**config.mk**
```make
export PLATFORM = sky130hd
export DESIGN_NAME = imu_scale_bias_calibrate_top_flat
export DESIGN_NICKNAME = d
export VERILOG_FILES = /design/src/hw/rtl/isbc_pkg.sv /design/src/hw/rtl/isbc_if.sv /design/src/hw/rtl/isbc_lane.sv /design/src/hw/rtl/imu_scale_bias_calibrate_top.sv /design/src/flat_wrapper.sv
export SDC_FILE = /design/constraint.sdc
export NUM_CORES = 2
export LEC_CHECK = 0
export ABC_AREA = 0
export BUFFER_PORTS_ARGS = -buffer_cell sky130_fd_sc_hd__buf_2
export CORE_MARGIN = 1
export CORE_UTILIZATION = 57
export CTS_CLUSTER_DIAMETER = 120
export DETAILED_ROUTE_END_ITERATION = 7
export PLACE_DENSITY = 0.78
export SLEW_MARGIN = 20
export SYNTH_ARGS = -nofsm -noshare
export SYNTH_HDL_FRONTEND = slang
export SYNTH_SLANG_ARGS = --single-unit
```
**constraint.sdc**
```tcl
create_clock -name clk -period 13.1 [get_ports clk]
set_input_delay 0.655 -clock clk [delete_from_list [all_inputs] [get_ports clk]]
set_output_delay 0.655 -clock clk [all_outputs]
set_load 0.01 [all_outputs]
```
**src/hw/rtl/isbc_pkg.sv**
```systemverilog
// ----------------------------------------------------------------------------
// isbc_pkg
// Shared types and constants for the imu scale, bias and calibration block.
// ----------------------------------------------------------------------------
package isbc_pkg;

  localparam int unsigned RAW_W      = 16;
  localparam int unsigned ACCEL_W    = 19;
  localparam int unsigned TEMP_W     = 15;
  localparam int unsigned RATE_W     = 20;
  localparam int unsigned ACCUM_W    = 32;
  localparam int unsigned COUNT_W    = 13;
  localparam int unsigned CFG_DATA_W = 13;
  localparam int unsigned NUM_LANES  = 3;

  localparam int unsigned MAX_CALIB_SAMPLES = 4096;

  // gyro reciprocals, round(65536 * 128 / sensitivity)
  localparam int unsigned RECIP_W = 19;
  localparam logic [RECIP_W-1:0] RATE_RECIP [4] = '{
    19'd64035, 19'd128070, 19'd255750, 19'd511500
  };

  // temperature: raw * 5 / 17 by a reciprocal, exact for 18-bit numerators
  localparam int unsigned TEMP_NUM_W   = 18;
  localparam int unsigned TEMP_SHIFT   = 22;
  localparam int unsigned TEMP_PROD_W  = 36;
  localparam logic [17:0] TEMP_RECIP   = 18'd246724;
  localparam logic signed [TEMP_W-1:0] TEMP_OFFSET = 15'sd3653;

  localparam int unsigned DIV_STEPS = ACCUM_W;
  localparam int unsigned DIV_CNT_W = $clog2(DIV_STEPS + 1);

  typedef logic [1:0]            cfg_index_t;
  typedef logic [CFG_DATA_W-1:0] cfg_data_t;
  typedef logic [COUNT_W-1:0]    count_t;

  typedef enum logic [1:0] {
    CFG_ACCEL_RANGE = 2'd0,
    CFG_RATE_RANGE  = 2'd1,
    CFG_CALIB_COUNT = 2'd2
  } cfg_reg_t;

  typedef enum logic [1:0] {
    ACT_CONVERT    = 2'd0,
    ACT_CAL_START  = 2'd1,
    ACT_CAL_SAMPLE = 2'd2,
    ACT_SET_BIAS   = 2'd3
  } action_t;

  typedef enum logic [2:0] {
    ST_CONVERTED   = 3'd0,
    ST_CALIBRATING = 3'd1,
    ST_CAL_DONE    = 3'd2,
    ST_BIAS_SET    = 3'd3,
    ST_NOT_STARTED = 3'd4
  } status_t;

  typedef enum logic [2:0] {
    LCMD_NONE,
    LCMD_SCALE,
    LCMD_CLEAR,
    LCMD_SET_BIAS,
    LCMD_ACCUM,
    LCMD_DIV_START
  } lane_cmd_t;

  typedef struct packed {
    lane_cmd_t  cmd;
    logic [1:0] rate_range;
    count_t     divisor;
  } lane_ctrl_t;

  typedef enum logic [2:0] {
    S_IDLE,
    S_MUL,
    S_ACT,
    S_DIV_GO,
    S_DIV_WAIT,
    S_DONE
  } state_t;

endpackage

```
**src/hw/rtl/isbc_if.sv**
```systemverilog
// ----------------------------------------------------------------------------
// isbc channel interfaces
// Raw sample channel and converted result channel, valid/ready handshake.
// ----------------------------------------------------------------------------
interface isbc_sample_if;
  logic                    valid;
  logic                    ready;
  isbc_pkg::action_t       action;
  logic signed [15:0]      accel_x_raw;
  logic signed [15:0]      accel_y_raw;
  logic signed [15:0]      accel_z_raw;
  logic signed [15:0]      temp_raw;
  logic signed [15:0]      rate_x_raw;
  logic signed [15:0]      rate_y_raw;
  logic signed [15:0]      rate_z_raw;

  modport source (
    output valid, action, accel_x_raw, accel_y_raw, accel_z_raw, temp_raw,
           rate_x_raw, rate_y_raw, rate_z_raw,
    input  ready
  );
  modport sink (
    input  valid, action, accel_x_raw, accel_y_raw, accel_z_raw, temp_raw,
           rate_x_raw, rate_y_raw, rate_z_raw,
    output ready
  );
endinterface

interface isbc_result_if;
  logic                    valid;
  logic                    ready;
  logic signed [18:0]      accel_x_out;
  logic signed [18:0]      accel_y_out;
  logic signed [18:0]      accel_z_out;
  logic signed [14:0]      temp_centi_c;
  logic signed [19:0]      rate_x_out;
  logic signed [19:0]      rate_y_out;
  logic signed [19:0]      rate_z_out;
  isbc_pkg::status_t       status;

  modport source (
    output valid, accel_x_out, accel_y_out, accel_z_out, temp_centi_c,
           rate_x_out, rate_y_out, rate_z_out, status,
    input  ready
  );
  modport sink (
    input  valid, accel_x_out, accel_y_out, accel_z_out, temp_centi_c,
           rate_x_out, rate_y_out, rate_z_out, status,
    output ready
  );
endinterface

```
**src/hw/rtl/isbc_lane.sv**
```systemverilog
// ----------------------------------------------------------------------------
// isbc_lane
// One gyro axis: rate scaling, bias correction, calibration accumulator and
// bit-serial bias divider.
// ----------------------------------------------------------------------------
module isbc_lane (
  input  logic                    clk,
  input  logic                    rst,
  input  isbc_pkg::lane_ctrl_t    ctrl,
  input  logic signed [15:0]      raw,
  output logic signed [19:0]      rate_out,
  output logic                    div_busy
);
  import isbc_pkg::*;

  logic signed [RATE_W-1:0]  scaled;
  logic signed [RATE_W-1:0]  bias;
  logic signed [ACCUM_W-1:0] accum;

  logic signed [35:0]        prod;
  logic signed [35:0]        prod_rnd;
  logic signed [RATE_W:0]    diff;
  logic signed [ACCUM_W:0]   acc_sum;
  logic signed [ACCUM_W-1:0] acc_sat;

  logic [COUNT_W-1:0]        den;
  logic [COUNT_W-1:0]        rem;
  logic [ACCUM_W-1:0]        quo;
  logic                      neg;
  logic [DIV_CNT_W-1:0]      cnt;
  logic [COUNT_W:0]          shifted;
  logic [COUNT_W:0]          trial;
  logic                      ge;
  logic signed [ACCUM_W:0]   q_signed;
  logic signed [RATE_W-1:0]  q_sat;
  logic [ACCUM_W-1:0]        accum_mag;

  // scaled rate, round half up
  assign prod     = raw * $signed({1'b0, RATE_RECIP[ctrl.rate_range]});
  assign prod_rnd = prod + 36'sd32768;

  // bias correction with saturation
  assign diff = {scaled[RATE_W-1], scaled} - {bias[RATE_W-1], bias};
  always_comb begin
    if (diff > $signed(21'sd524287)) begin
      rate_out = 20'sd524287;
    end else if (diff < $signed(-21'sd524288)) begin
      rate_out = -20'sd524288;
    end else begin
      rate_out = diff[RATE_W-1:0];
    end
  end

  // accumulator with 32-bit saturation
  assign acc_sum = {accum[ACCUM_W-1], accum}
                 + {{(ACCUM_W-RATE_W+1){scaled[RATE_W-1]}}, scaled};
  always_comb begin
    if (acc_sum[ACCUM_W] != acc_sum[ACCUM_W-1]) begin
      acc_sat = acc_sum[ACCUM_W] ? {1'b1, {(ACCUM_W-1){1'b0}}}
                                 : {1'b0, {(ACCUM_W-1){1'b1}}};
    end else begin
      acc_sat = acc_sum[ACCUM_W-1:0];
    end
  end

  // restoring divider step
  assign accum_mag = accum[ACCUM_W-1] ? (~accum + 1'b1) : accum;
  assign shifted   = {rem, quo[ACCUM_W-1]};
  assign ge        = shifted >= {1'b0, den};
  assign trial     = shifted - {1'b0, den};

  assign q_signed = neg ? -$signed({1'b0, quo}) : $signed({1'b0, quo});
  always_comb begin
    if (q_signed > $signed(33'sd524287)) begin
      q_sat = 20'sd524287;
    end else if (q_signed < $signed(-33'sd524288)) begin
      q_sat = -20'sd524288;
    end else begin
      q_sat = q_signed[RATE_W-1:0];
    end
  end

  always_ff @(posedge clk) begin
    if (ctrl.cmd == LCMD_SCALE) begin
      scaled <= prod_rnd[35:16];
    end
    if (ctrl.cmd == LCMD_DIV_START) begin
      den <= ctrl.divisor;
      rem <= '0;
      quo <= accum_mag;
      neg <= accum[ACCUM_W-1];
    end else if (div_busy && cnt != '0) begin
      rem <= ge ? trial[COUNT_W-1:0] : shifted[COUNT_W-1:0];
      quo <= {quo[ACCUM_W-2:0], ge};
    end
  end

  always_ff @(posedge clk) begin
    if (rst) begin
      bias     <= '0;
      accum    <= '0;
      div_busy <= 1'b0;
      cnt      <= '0;
    end else begin
      unique case (ctrl.cmd)
        LCMD_CLEAR: begin
          bias  <= '0;
          accum <= '0;
        end
        LCMD_SET_BIAS: begin
          bias <= {{(RATE_W-RAW_W){raw[RAW_W-1]}}, raw};
        end
        LCMD_ACCUM: begin
          accum <= acc_sat;
        end
        LCMD_DIV_START: begin
          div_busy <= 1'b1;
          cnt      <= DIV_CNT_W'(DIV_STEPS);
        end
        default: begin
        end
      endcase
      if (div_busy) begin
        if (cnt != '0) begin
          cnt <= cnt - 1'b1;
        end else begin
          bias     <= q_sat;
          div_busy <= 1'b0;
        end
      end
    end
  end

endmodule

```
**src/hw/rtl/imu_scale_bias_calibrate_top.sv**
```systemverilog
// ----------------------------------------------------------------------------
// imu_scale_bias_calibrate_top
// Flow: an accepted item passes S_MUL, S_ACT and S_DONE, then its result is
// registered; a calibration sample that closes the run also passes S_DIV_GO and
// S_DIV_WAIT (32-step bias divider per gyro lane). One item at a time; the next
// item is taken while the previous result waits on the output register.
// Reset: synchronous; ranges 1, calib_count 200, bias/accumulators cleared.
// ----------------------------------------------------------------------------
module imu_scale_bias_calibrate_top (
  input  logic                  clk,
  input  logic                  rst,
  input  logic                  wr_en,
  input  isbc_pkg::cfg_index_t  wr_index,
  input  isbc_pkg::cfg_data_t   wr_data,
  isbc_sample_if.sink           sample,
  isbc_result_if.source         result
);
  import isbc_pkg::*;

  state_t state, state_next;

  logic [1:0]  accel_range;
  logic [1:0]  rate_range;
  count_t      calib_count;
  count_t      cal_seen;
  logic        calibrating;
  count_t      div_den;
  status_t     status_q;

  // captured item
  action_t            action_q;
  logic signed [15:0] accel_q [3];
  logic signed [15:0] temp_q;
  logic signed [15:0] rate_q [NUM_LANES];

  logic [TEMP_PROD_W-1:0] temp_prod;
  logic [15:0]            temp_mag;
  logic [TEMP_NUM_W-1:0]  temp_num;
  logic [13:0]            temp_quo;
  logic signed [TEMP_W-1:0] temp_val;

  lane_ctrl_t          lane_ctrl;
  logic signed [19:0]  lane_rate [NUM_LANES];
  logic [NUM_LANES-1:0] lane_busy;

  count_t  eff_count;
  count_t  seen_next;
  logic    cal_finish;
  logic    accept;
  logic    load_out;

  function automatic logic signed [ACCEL_W-1:0] accel_scale(
    input logic signed [15:0] raw, input logic [1:0] range);
    logic signed [ACCEL_W-1:0] ext;
    ext = {{(ACCEL_W-RAW_W){raw[RAW_W-1]}}, raw};
    return ext <<< range;
  endfunction

  assign accept       = sample.valid && sample.ready;
  assign sample.ready = !rst && (state == S_IDLE);
  assign load_out     = (state == S_DONE) && (!result.valid || result.ready);

  // effective calibration length
  always_comb begin
    if (calib_count == '0) begin
      eff_count = count_t'(1);
    end else if (calib_count > count_t'(MAX_CALIB_SAMPLES)) begin
      eff_count = count_t'(MAX_CALIB_SAMPLES);
    end else begin
      eff_count = calib_count;
    end
  end
  assign seen_next  = cal_seen + 1'b1;
  assign cal_finish = (seen_next >= eff_count) || (seen_next == '0);

  // temperature: |t| * 5 / 17
  assign temp_mag = temp_q[15] ? 16'(-temp_q) : temp_q;
  assign temp_num = {2'b00, temp_mag} + {temp_mag, 2'b00};
  assign temp_quo = temp_prod[TEMP_PROD_W-1:TEMP_SHIFT];
  assign temp_val = (temp_q[15] ? -$signed({1'b0, temp_quo}) : $signed({1'b0, temp_quo}))
                  + TEMP_OFFSET;

  // configuration
  always_ff @(posedge clk) begin
    if (rst) begin
      accel_range <= 2'd1;
      rate_range  <= 2'd1;
      calib_count <= count_t'(200);
    end else if (wr_en) begin
      case (wr_index)
        CFG_ACCEL_RANGE: accel_range <= wr_data[1:0];
        CFG_RATE_RANGE:  rate_range  <= wr_data[1:0];
        CFG_CALIB_COUNT: calib_count <= wr_data[COUNT_W-1:0];
        default: begin
        end
      endcase
    end
  end

  // item capture and temperature product
  always_ff @(posedge clk) begin
    if (accept) begin
      action_q   <= sample.action;
      accel_q[0] <= sample.accel_x_raw;
      accel_q[1] <= sample.accel_y_raw;
      accel_q[2] <= sample.accel_z_raw;
      temp_q     <= sample.temp_raw;
      rate_q[0]  <= sample.rate_x_raw;
      rate_q[1]  <= sample.rate_y_raw;
      rate_q[2]  <= sample.rate_z_raw;
    end
    if (state == S_MUL) begin
      temp_prod <= temp_num * TEMP_RECIP;
    end
  end

  // gyro lanes
  for (genvar i = 0; i < NUM_LANES; i++) begin : g_lane
    isbc_lane u_lane (
      .clk      (clk),
      .rst      (rst),
      .ctrl     (lane_ctrl),
      .raw      (rate_q[i]),
      .rate_out (lane_rate[i]),
      .div_busy (lane_busy[i])
    );
  end

  // sequencer
  always_ff @(posedge clk) begin
    if (rst) begin
      state <= S_IDLE;
    end else begin
      state <= state_next;
    end
  end

  always_comb begin
    state_next           = state;
    lane_ctrl.cmd        = LCMD_NONE;
    lane_ctrl.rate_range = rate_range;
    lane_ctrl.divisor    = div_den;
    unique case (state)
      S_IDLE: begin
        if (accept) begin
          state_next = S_MUL;
        end
      end
      S_MUL: begin
        lane_ctrl.cmd = LCMD_SCALE;
        state_next    = S_ACT;
      end
      S_ACT: begin
        state_next = S_DONE;
        case (action_q)
          ACT_CAL_START: lane_ctrl.cmd = LCMD_CLEAR;
          ACT_SET_BIAS:  lane_ctrl.cmd = LCMD_SET_BIAS;
          ACT_CAL_SAMPLE: begin
            if (calibrating) begin
              lane_ctrl.cmd = LCMD_ACCUM;
              if (cal_finish) begin
                state_next = S_DIV_GO;
              end
            end
          end
          default: begin
          end
        endcase
      end
      S_DIV_GO: begin
        lane_ctrl.cmd = LCMD_DIV_START;
        state_next    = S_DIV_WAIT;
      end
      S_DIV_WAIT: begin
        if (lane_busy == '0) begin
          state_next = S_DONE;
        end
      end
      S_DONE: begin
        if (load_out) begin
          state_next = S_IDLE;
        end
      end
      default: state_next = S_IDLE;
    endcase
  end

  // calibration control
  always_ff @(posedge clk) begin
    if (rst) begin
      cal_seen    <= '0;
      calibrating <= 1'b0;
      div_den     <= count_t'(1);
      status_q    <= ST_CONVERTED;
    end else if (state == S_ACT) begin
      case (action_q)
        ACT_CONVERT: status_q <= ST_CONVERTED;
        ACT_CAL_START: begin
          cal_seen    <= '0;
          calibrating <= 1'b1;
          status_q    <= ST_CALIBRATING;
        end
        ACT_CAL_SAMPLE: begin
          if (!calibrating) begin
            status_q <= ST_NOT_STARTED;
          end else begin
            cal_seen <= seen_next;
            div_den  <= (seen_next == '0) ? count_t'(1) : seen_next;
            if (cal_finish) begin
              calibrating <= 1'b0;
              status_q    <= ST_CAL_DONE;
            end else begin
              status_q <= ST_CALIBRATING;
            end
          end
        end
        default: status_q <= ST_BIAS_SET;
      endcase
    end
  end

  // result register, merges the lanes
  always_ff @(posedge clk) begin
    if (rst) begin
      result.valid <= 1'b0;
    end else if (load_out) begin
      result.valid <= 1'b1;
    end else if (result.ready) begin
      result.valid <= 1'b0;
    end
  end

  always_ff @(posedge clk) begin
    if (load_out) begin
      result.status <= status_q;
      if (action_q == ACT_CONVERT) begin
        result.accel_x_out  <= accel_scale(accel_q[0], accel_range);
        result.accel_y_out  <= accel_scale(accel_q[1], accel_range);
        result.accel_z_out  <= accel_scale(accel_q[2], accel_range);
        result.temp_centi_c <= temp_val;
        result.rate_x_out   <= lane_rate[0];
        result.rate_y_out   <= lane_rate[1];
        result.rate_z_out   <= lane_rate[2];
      end else begin
        result.accel_x_out  <= '0;
        result.accel_y_out  <= '0;
        result.accel_z_out  <= '0;
        result.temp_centi_c <= '0;
        result.rate_x_out   <= '0;
        result.rate_y_out   <= '0;
        result.rate_z_out   <= '0;
      end
    end
  end

endmodule

```
**src/flat_wrapper.sv**
```systemverilog
// flat-port wrapper written by rule: the top's interface ports become plain ports
module imu_scale_bias_calibrate_top_flat import isbc_pkg::*;
  (clk, rst, wr_en, wr_index, wr_data, sample_valid, sample_action, sample_accel_x_raw, sample_accel_y_raw, sample_accel_z_raw, sample_temp_raw, sample_rate_x_raw, sample_rate_y_raw, sample_rate_z_raw, sample_ready, result_valid, result_accel_x_out, result_accel_y_out, result_accel_z_out, result_temp_centi_c, result_rate_x_out, result_rate_y_out, result_rate_z_out, result_status, result_ready);
  isbc_sample_if sample_i ();
  isbc_result_if result_i ();
  input  logic clk;
  input  logic rst;
  input  logic wr_en;
  input  isbc_pkg::cfg_index_t wr_index;
  input  isbc_pkg::cfg_data_t wr_data;
  input wire logic [$bits(sample_i.valid)-1:0] sample_valid;
  input wire logic [$bits(sample_i.action)-1:0] sample_action;
  input wire logic [$bits(sample_i.accel_x_raw)-1:0] sample_accel_x_raw;
  input wire logic [$bits(sample_i.accel_y_raw)-1:0] sample_accel_y_raw;
  input wire logic [$bits(sample_i.accel_z_raw)-1:0] sample_accel_z_raw;
  input wire logic [$bits(sample_i.temp_raw)-1:0] sample_temp_raw;
  input wire logic [$bits(sample_i.rate_x_raw)-1:0] sample_rate_x_raw;
  input wire logic [$bits(sample_i.rate_y_raw)-1:0] sample_rate_y_raw;
  input wire logic [$bits(sample_i.rate_z_raw)-1:0] sample_rate_z_raw;
  output wire logic [$bits(sample_i.ready)-1:0] sample_ready;
  output wire logic [$bits(result_i.valid)-1:0] result_valid;
  output wire logic [$bits(result_i.accel_x_out)-1:0] result_accel_x_out;
  output wire logic [$bits(result_i.accel_y_out)-1:0] result_accel_y_out;
  output wire logic [$bits(result_i.accel_z_out)-1:0] result_accel_z_out;
  output wire logic [$bits(result_i.temp_centi_c)-1:0] result_temp_centi_c;
  output wire logic [$bits(result_i.rate_x_out)-1:0] result_rate_x_out;
  output wire logic [$bits(result_i.rate_y_out)-1:0] result_rate_y_out;
  output wire logic [$bits(result_i.rate_z_out)-1:0] result_rate_z_out;
  output wire logic [$bits(result_i.status)-1:0] result_status;
  input wire logic [$bits(result_i.ready)-1:0] result_ready;
  assign sample_i.valid = sample_valid;
  assign sample_i.action = sample_action;
  assign sample_i.accel_x_raw = sample_accel_x_raw;
  assign sample_i.accel_y_raw = sample_accel_y_raw;
  assign sample_i.accel_z_raw = sample_accel_z_raw;
  assign sample_i.temp_raw = sample_temp_raw;
  assign sample_i.rate_x_raw = sample_rate_x_raw;
  assign sample_i.rate_y_raw = sample_rate_y_raw;
  assign sample_i.rate_z_raw = sample_rate_z_raw;
  assign sample_ready = sample_i.ready;
  assign result_valid = result_i.valid;
  assign result_accel_x_out = result_i.accel_x_out;
  assign result_accel_y_out = result_i.accel_y_out;
  assign result_accel_z_out = result_i.accel_z_out;
  assign result_temp_centi_c = result_i.temp_centi_c;
  assign result_rate_x_out = result_i.rate_x_out;
  assign result_rate_y_out = result_i.rate_y_out;
  assign result_rate_z_out = result_i.rate_z_out;
  assign result_status = result_i.status;
  assign result_i.ready = result_ready;
  imu_scale_bias_calibrate_top u_core (.clk(clk), .rst(rst), .wr_en(wr_en), .wr_index(wr_index), .wr_data(wr_data), .sample(sample_i), .result(result_i));
endmodule
```
# Yosys cells after proc, flatten, opt, wreduce, memory -nomap -nowiden
# Memories as Yosys holds them, arrays and structs flattened.
# Index checks and enable logic that the tools add are counted.
# totals
out_inout_bits,137
ramBits,96
reg_bits,626
word_cells,256
mem_count,2
# classes
shifts,3
n_lt_le_gt_ge,18
bitwise,5
n_mul,4
muxes,93
n_addsub,26
n_reduce_logical,35
n_eq_ne,22
# memory_table
name,words,width,rd,rd_clocked_by_memory_dff,write_ports,line,text
u_core.accel_q,3,16,3,0,3,imu_scale_bias_calibrate_top.sv:32,logic signed [15:0] accel_q [3];
u_core.rate_q,3,16,3,0,3,imu_scale_bias_calibrate_top.sv:34,logic signed [15:0] rate_q [NUM_LANES];
# ops
op,n
two-way mux 32 bit,15
two-way mux 20 bit,15
case mux 32 bit (2 select lines),3
case mux 20 bit (2 select lines),3
"adder 36 x 17 -> 36 bit, second input constant",3
multiplier 16 x 20 -> 36 bit,3
adder 32 x 20 -> 33 bit,3
"> comparator 33 x 20 -> 1 bit, second input constant",3
"< comparator 33 x 20 -> 1 bit, second input constant",3
two-way mux 33 bit,3
negation 32 -> 33 bit,3
"adder 32 x 1 -> 32 bit, second input constant",3
NOT 32 bit,3
two-way mux 19 bit,5
two-way mux 13 bit,7
"> comparator 21 x 20 -> 1 bit, second input constant",3
"< comparator 21 x 20 -> 1 bit, second input constant",3
subtractor 20 x 20 -> 21 bit,3
<<< shifter 16 x 2 -> 19 bit,3
two-way mux 6 bit,9
>= comparator 14 x 13 -> 1 bit,3
subtractor 13 bit,3
binary-select mux 19 bit (select 2 bit),1
"multiplier 18 x 16 -> 34 bit, second input constant",1
other kinds (38),102

# Logic depth before layout (Yosys ltp)
# logic_depth
ltp_word,9
ltp_mapped,37
ltp_nobuf,36

# By module
# A second synthesis with hierarchy kept.
# hier_totals
hier_cells,8342
area_unflattened_um2,76918.8
# modules_own_cells
module,n_inst,seq_area_each_um2,cells_per_inst,area_each_um2
isbc_lane (u_core.g_lane[0].u_lane),1,3423.3,2321,19932.9
isbc_lane (u_core.g_lane[1].u_lane),1,3423.3,2203,19341.0
isbc_lane (u_core.g_lane[2].u_lane),1,3423.3,2212,19190.9
imu_scale_bias_calibrate_top,1,8918.6,1606,18453.9

# Worst setup path after synthesis
# Ideal clock, no wire load.
# synth_timing
path_kind,reg2reg
start,register u_core.temp_q[15]
end,register u_core.temp_prod[32] (data pin)
n_path_buf,4
setup_time_ns,0.258
required_time_ns,12.842
path_slack_ns,4.642
arrival_ns,8.201
path_stages_with_launch,34
synth_period_minus_slack_ns,8.458
path_cell_list,edfxtp_1 clkbuf_1 buf_1 clkbuf_1 clkbuf_1 nand2_1 xnor2_1 ha_1 nor2b_1 nor2_1 maj3_1 o211ai_1 nand3_1 o21ai_1 xor2_1 ha_1 ha_1 ha_1 inv_1 fa_1 fa_1 fa_1 inv_1 ha_1 nand4_1 nor2_1 or4_1 a31o_2 o21ai_0 a31oi_1 o21ai_0 o21bai_1 a21oi_1 xnor2_1
# synth_via
elab_chain_len,4
# synth_lines
element,line,text
start: declaration,imu_scale_bias_calibrate_top.sv:33,logic signed [15:0] temp_q;
start signal: assignment,imu_scale_bias_calibrate_top.sv:107,temp_q <= sample.temp_raw;
negation 16 bit,imu_scale_bias_calibrate_top.sv:77,assign temp_mag = temp_q[15] ? 16'(-temp_q) : temp_q;
two-way mux 16 bit (*),imu_scale_bias_calibrate_top.sv:77,
adder 16 x 18 -> 18 bit (*),imu_scale_bias_calibrate_top.sv:78,"assign temp_num = {2'b00, temp_mag} + {temp_mag, 2'b00};"
multiplier 18 x 16 -> 34 bit (*),imu_scale_bias_calibrate_top.sv:113,temp_prod <= temp_num * TEMP_RECIP;
end signal: assignment,imu_scale_bias_calibrate_top.sv:113,
end: declaration,imu_scale_bias_calibrate_top.sv:36,logic [TEMP_PROD_W-1:0] temp_prod;
# Mark *: on every way between the ends. The rest lies on a longest branch, timed or not.
# A chain may end at the register's enable or synchronous reset.

# Worst setup path after layout
# layout_timing
start,register u_core.temp_q[0]
end,register u_core.temp_prod[32] (data pin)
# Same word-level chain as after synthesis.

==> summary.md <==
| Metric | Value |
|---|---|
| Rows | `about 130` |
| Die Ht | `approximately 360 um` |
| Sequential-to-total area share from yosys stat | `between 20% and 30%` |
| CTS sink count | `702` |
| Syn-to-layout area delta | `7.79%` |
| Syn_area_per_cell | `9.34 um^2` |
| Fin area | `around 80000 um^2` |
| 1st-iter DRT viols | `5310` |
| Slew headroom | `roughly a quarter` |
| Hold WS | `~0.092 ns` |
| Synthesized netlist cell count | `roughly 8000` |
| Clock Latency Late Sink | `between 0.7 and 0.8 ns` |
| Asr flop ratio synth | `0%` |
| Count leader, synth | `inv_1` |
| DIE AREA | `roughly 130000 um^2` |
| Final setup fails | `0` |
| Post-DRT Antenna Nets | `0` |
| Post-DP Area | `just under 80000 um^2` |
| Pwr dens | `between 200 and 300 nW/um^2` |
| TritonCTS Buffers | `84` |
| Routed length per instance | `about 20 um` |
| Via density | `5.91` |
| Fmax | `between 100 and 150 MHz` |
| WL final | `199000 um` |
| GP Congestion | `about 0.95` |
| Tightest Pin Transition | `between 1 and 1.5 ns` |
| CP Launch Type | `flip-flop` |
| Clk_skew | `0.0787 ns` |
| Worst Setup Path Type | `reg -> reg` |
| PostCTS Resize Cnt | `0` |
| Cells after DPL | `about 9700` |
| Mapped Nets | `about 9600` |
| Setup TNS | `0 ns` |
| Synth area leader | `fa_1` |
| Antenna violations before repair | `7` |
| GR Overflow Total | `0` |
| Synth top area share | `around 18%` |
| Final Non-Filler Cells | `9878` |
| Die W | `364 um` |
| Hold WC Path Type | `in -> reg` |
| DR DRC count | `0` |
| Commonest register cell after synthesis | `edfxtp_1` |
| # IOs | `~270` |
| XOR/XNOR share of the synthesized area | `5.62%` |
| Layout cells sized above 1 | `under 10%` |
| Clock buffer depth | `3` |
| Global-route wire length before repair | `316000 um` |
| RSZ-0062 raised after global routing | `false` |
| Critical Path RT | `13.55 ns` |
| Largest net degree at the start of global routing | `approximately 110` |
| All-Layer GR Usage | `approximately 30%` |
| CP Capture Type | `flip-flop` |
| Lkg Pwr | `approximately 0.037 uW` |
| Final Hold Vio Count | `0` |
| CP max FO | `10` |
| CTS root buf | `clkbuf_16` |
| Synth cell types | `94` |
| FF-to-FF path depth | `32` |
| Mapped cell area | `74500 um^2` |
| Post-CTS Hold Fix Bufs | `0` |
| Post-synthesis mux area share | `1.88%` |
| IO Port Bufs | `270` |
| CTS clk-pin slew, worst paths | `0.06 ns` |
| Setup bufs post-CTS | `0` |
| Number of max-cap violations | `0` |
| Area contributors post-synth | `fa_1, edfxtp_1, ha_1, dfxtp_1, inv_1` |
| Crit path DAT | `just under 10 ns` |
| Ys Warns | `0` |
| Slowest stage delay, CP | `between 0.8 and 0.9 ns` |
| Post-synth top cells | `inv_1, ha_1, fa_1, nand2_1, nor2_1` |
| Synth Area in Adders | `about 32%` |
| Final min period | `around 9.3 ns` |
| Initial Util | `57.5%` |
| VDD IR-drop max | `~0.97 mV` |
| Synth Area in Compound Gates | `between 10% and 20%` |
| Period Utilization, post-route | `70.9%` |
| Max stage delay cell, worst path | `nor4bb_1` |
| First-pass DRT Iterations | `7` |
| Slew Viols, Final | `0` |
| Dpl hpwl | `between 150000 and 200000 um` |
| TritonCTS clock tree | `yes` |
| Largest family of logic cells by synthesized area | `adder cells` |
| Post-synth EDFFs | `around 440` |
| Core outline area | `around 130000 um^2` |
| Synth Area in Simple Gates | `around 15%` |
| Hold Path Stages | `1` |
| CTS HTree Levels | `3` |
| Vias in the first global route | `about 59000` |
| Via count | `slightly below 60000` |
| Status | `finished, final reports clean` |
| Final net count | `~9700` |
| FF+latch count, synth | `702` |
## placed cells by master (no fill, tap or decap), types with 50 or more instances in the layout
| cell | n |
|---|---|
| clkbuf_16 | 87 |
| ha_1 | 841 |
| inv_1 | 1151 |
| nor3_1 | 115 |
| xor2_1 | 242 |
| o21a_1 | 50 |
| nand2_1 | 632 |
| nand3_1 | 109 |
| nand2b_1 | 161 |
| a21o_1 | 139 |
| xnor2_1 | 233 |
| dfxtp_1 | 263 |
| buf_4 | 52 |
| o31ai_1 | 69 |
| buf_2 | 269 |
| nor2b_1 | 141 |
| and3_1 | 64 |
| o21ai_0 | 415 |
| edfxtp_1 | 435 |
| and2_1 | 255 |
| nor2_1 | 436 |
| mux2i_1 | 58 |
| a21oi_1 | 325 |
| fa_1 | 672 |
| a211oi_1 | 83 |
## registers in the layout, summed over array words and instances (netlist names), 13 cells and up
name and count:
u_core.temp_q 16, u_core.result.temp_centi_c 15, u_core.result.accel_z_out 19, u_core.result.accel_x_out 19, u_core.g_lane.u_lane.cnt 18, u_core.g_lane.u_lane.quo 96
u_core.accel_q 48, u_core.g_lane.u_lane.accum 96, u_core.result.rate_z_out 20, u_core.rate_q 48, u_core.result.accel_y_out 19, u_core.g_lane.u_lane.den 13
u_core.g_lane.u_lane.rem 39, u_core.cal_seen 13, u_core.result.rate_y_out 20, u_core.div_den 13, u_core.calib_count 13, u_core.g_lane.u_lane.bias 60
u_core.result.rate_x_out 20, u_core.g_lane.u_lane.scaled 60, u_core.temp_prod 14
## power by group
part,internal (uW),switching (uW),total (uW)
combinational,7210,9110,16300
sequential,3300,248,3550
clock,1420,1050,2470
## area by class of cell
type / count / area [um^2]
Antenna cell: 2 / 5.00
Clock buffer: 110 / 2330
Clock inverter: 48 / 624
Fill cell: 10600 / 49300
Inverter: 1153 / 4330
Multi-Input combinational cell: 5797 / 50600
Sequential cell: 702 / 18400
Tap cell: 1742 / 2180
Timing Repair Buffer: 324 / 1800
## routing by layer
metal  track usage [%]  share of wire [%]  up-vias
li1                  -                  -    27200
met5                 0              0.019        -
met1              40.8                 42    28500
met4              11.7                3.9        6
met3              4.22                7.5      444
met2              49.0                 47     2202
## metrics by stage
step,total power (uW),worst slack [ns],utilization (%)
after detailed placement,19600,3.89,59.6
after floorplan,15800,4.64,-
after CTS,22400,3.79,61.9
after global routing,24700,3.12,61.9
after global placement,19300,4.05,59.6
final,22300,3.81,61.9
## logic make-up after synthesis
logic type | count (synthesis)
AO/OA/AOI/OAI | 1482
XOR/XNOR | 477
adder cells (fa/ha/maj) | 1526
buffers and inverters | 1478
flip-flops | 702
multiplexers | 100
AND/OR/NAND/NOR | 2212
## worst max-delay path: cells and delay by family (launching register included)
| family | cells | cell delay (ns) |
|---|---|---|
| compound gates | 12 | 2.50 |
| fa+ha+maj | 8 | 2.93 |
| mux | 1 | 0.31 |
| simple gates | 4 | 1.78 |
| xor+xnor | 2 | 0.63 |
| flops | 1 | 0.54 |
| buf+inv | 5 | 0.33 |
## path summary, 6_finish.rpt
path                              start                        endpoint  slack [ns]
hold / removal    sample_accel_x_raw[8]            u_core.accel_q[0][8]        0.09
setup reg to reg       u_core.temp_q[0]            u_core.temp_prod[32]        3.81
setup / recovery       u_core.temp_q[0]            u_core.temp_prod[32]        3.81
hold reg to reg       u_core.div_den[7]  u_core.g_lane[0].u_lane.den[7]        0.42
Note: power is estimated with default switching activity, not from simulation.
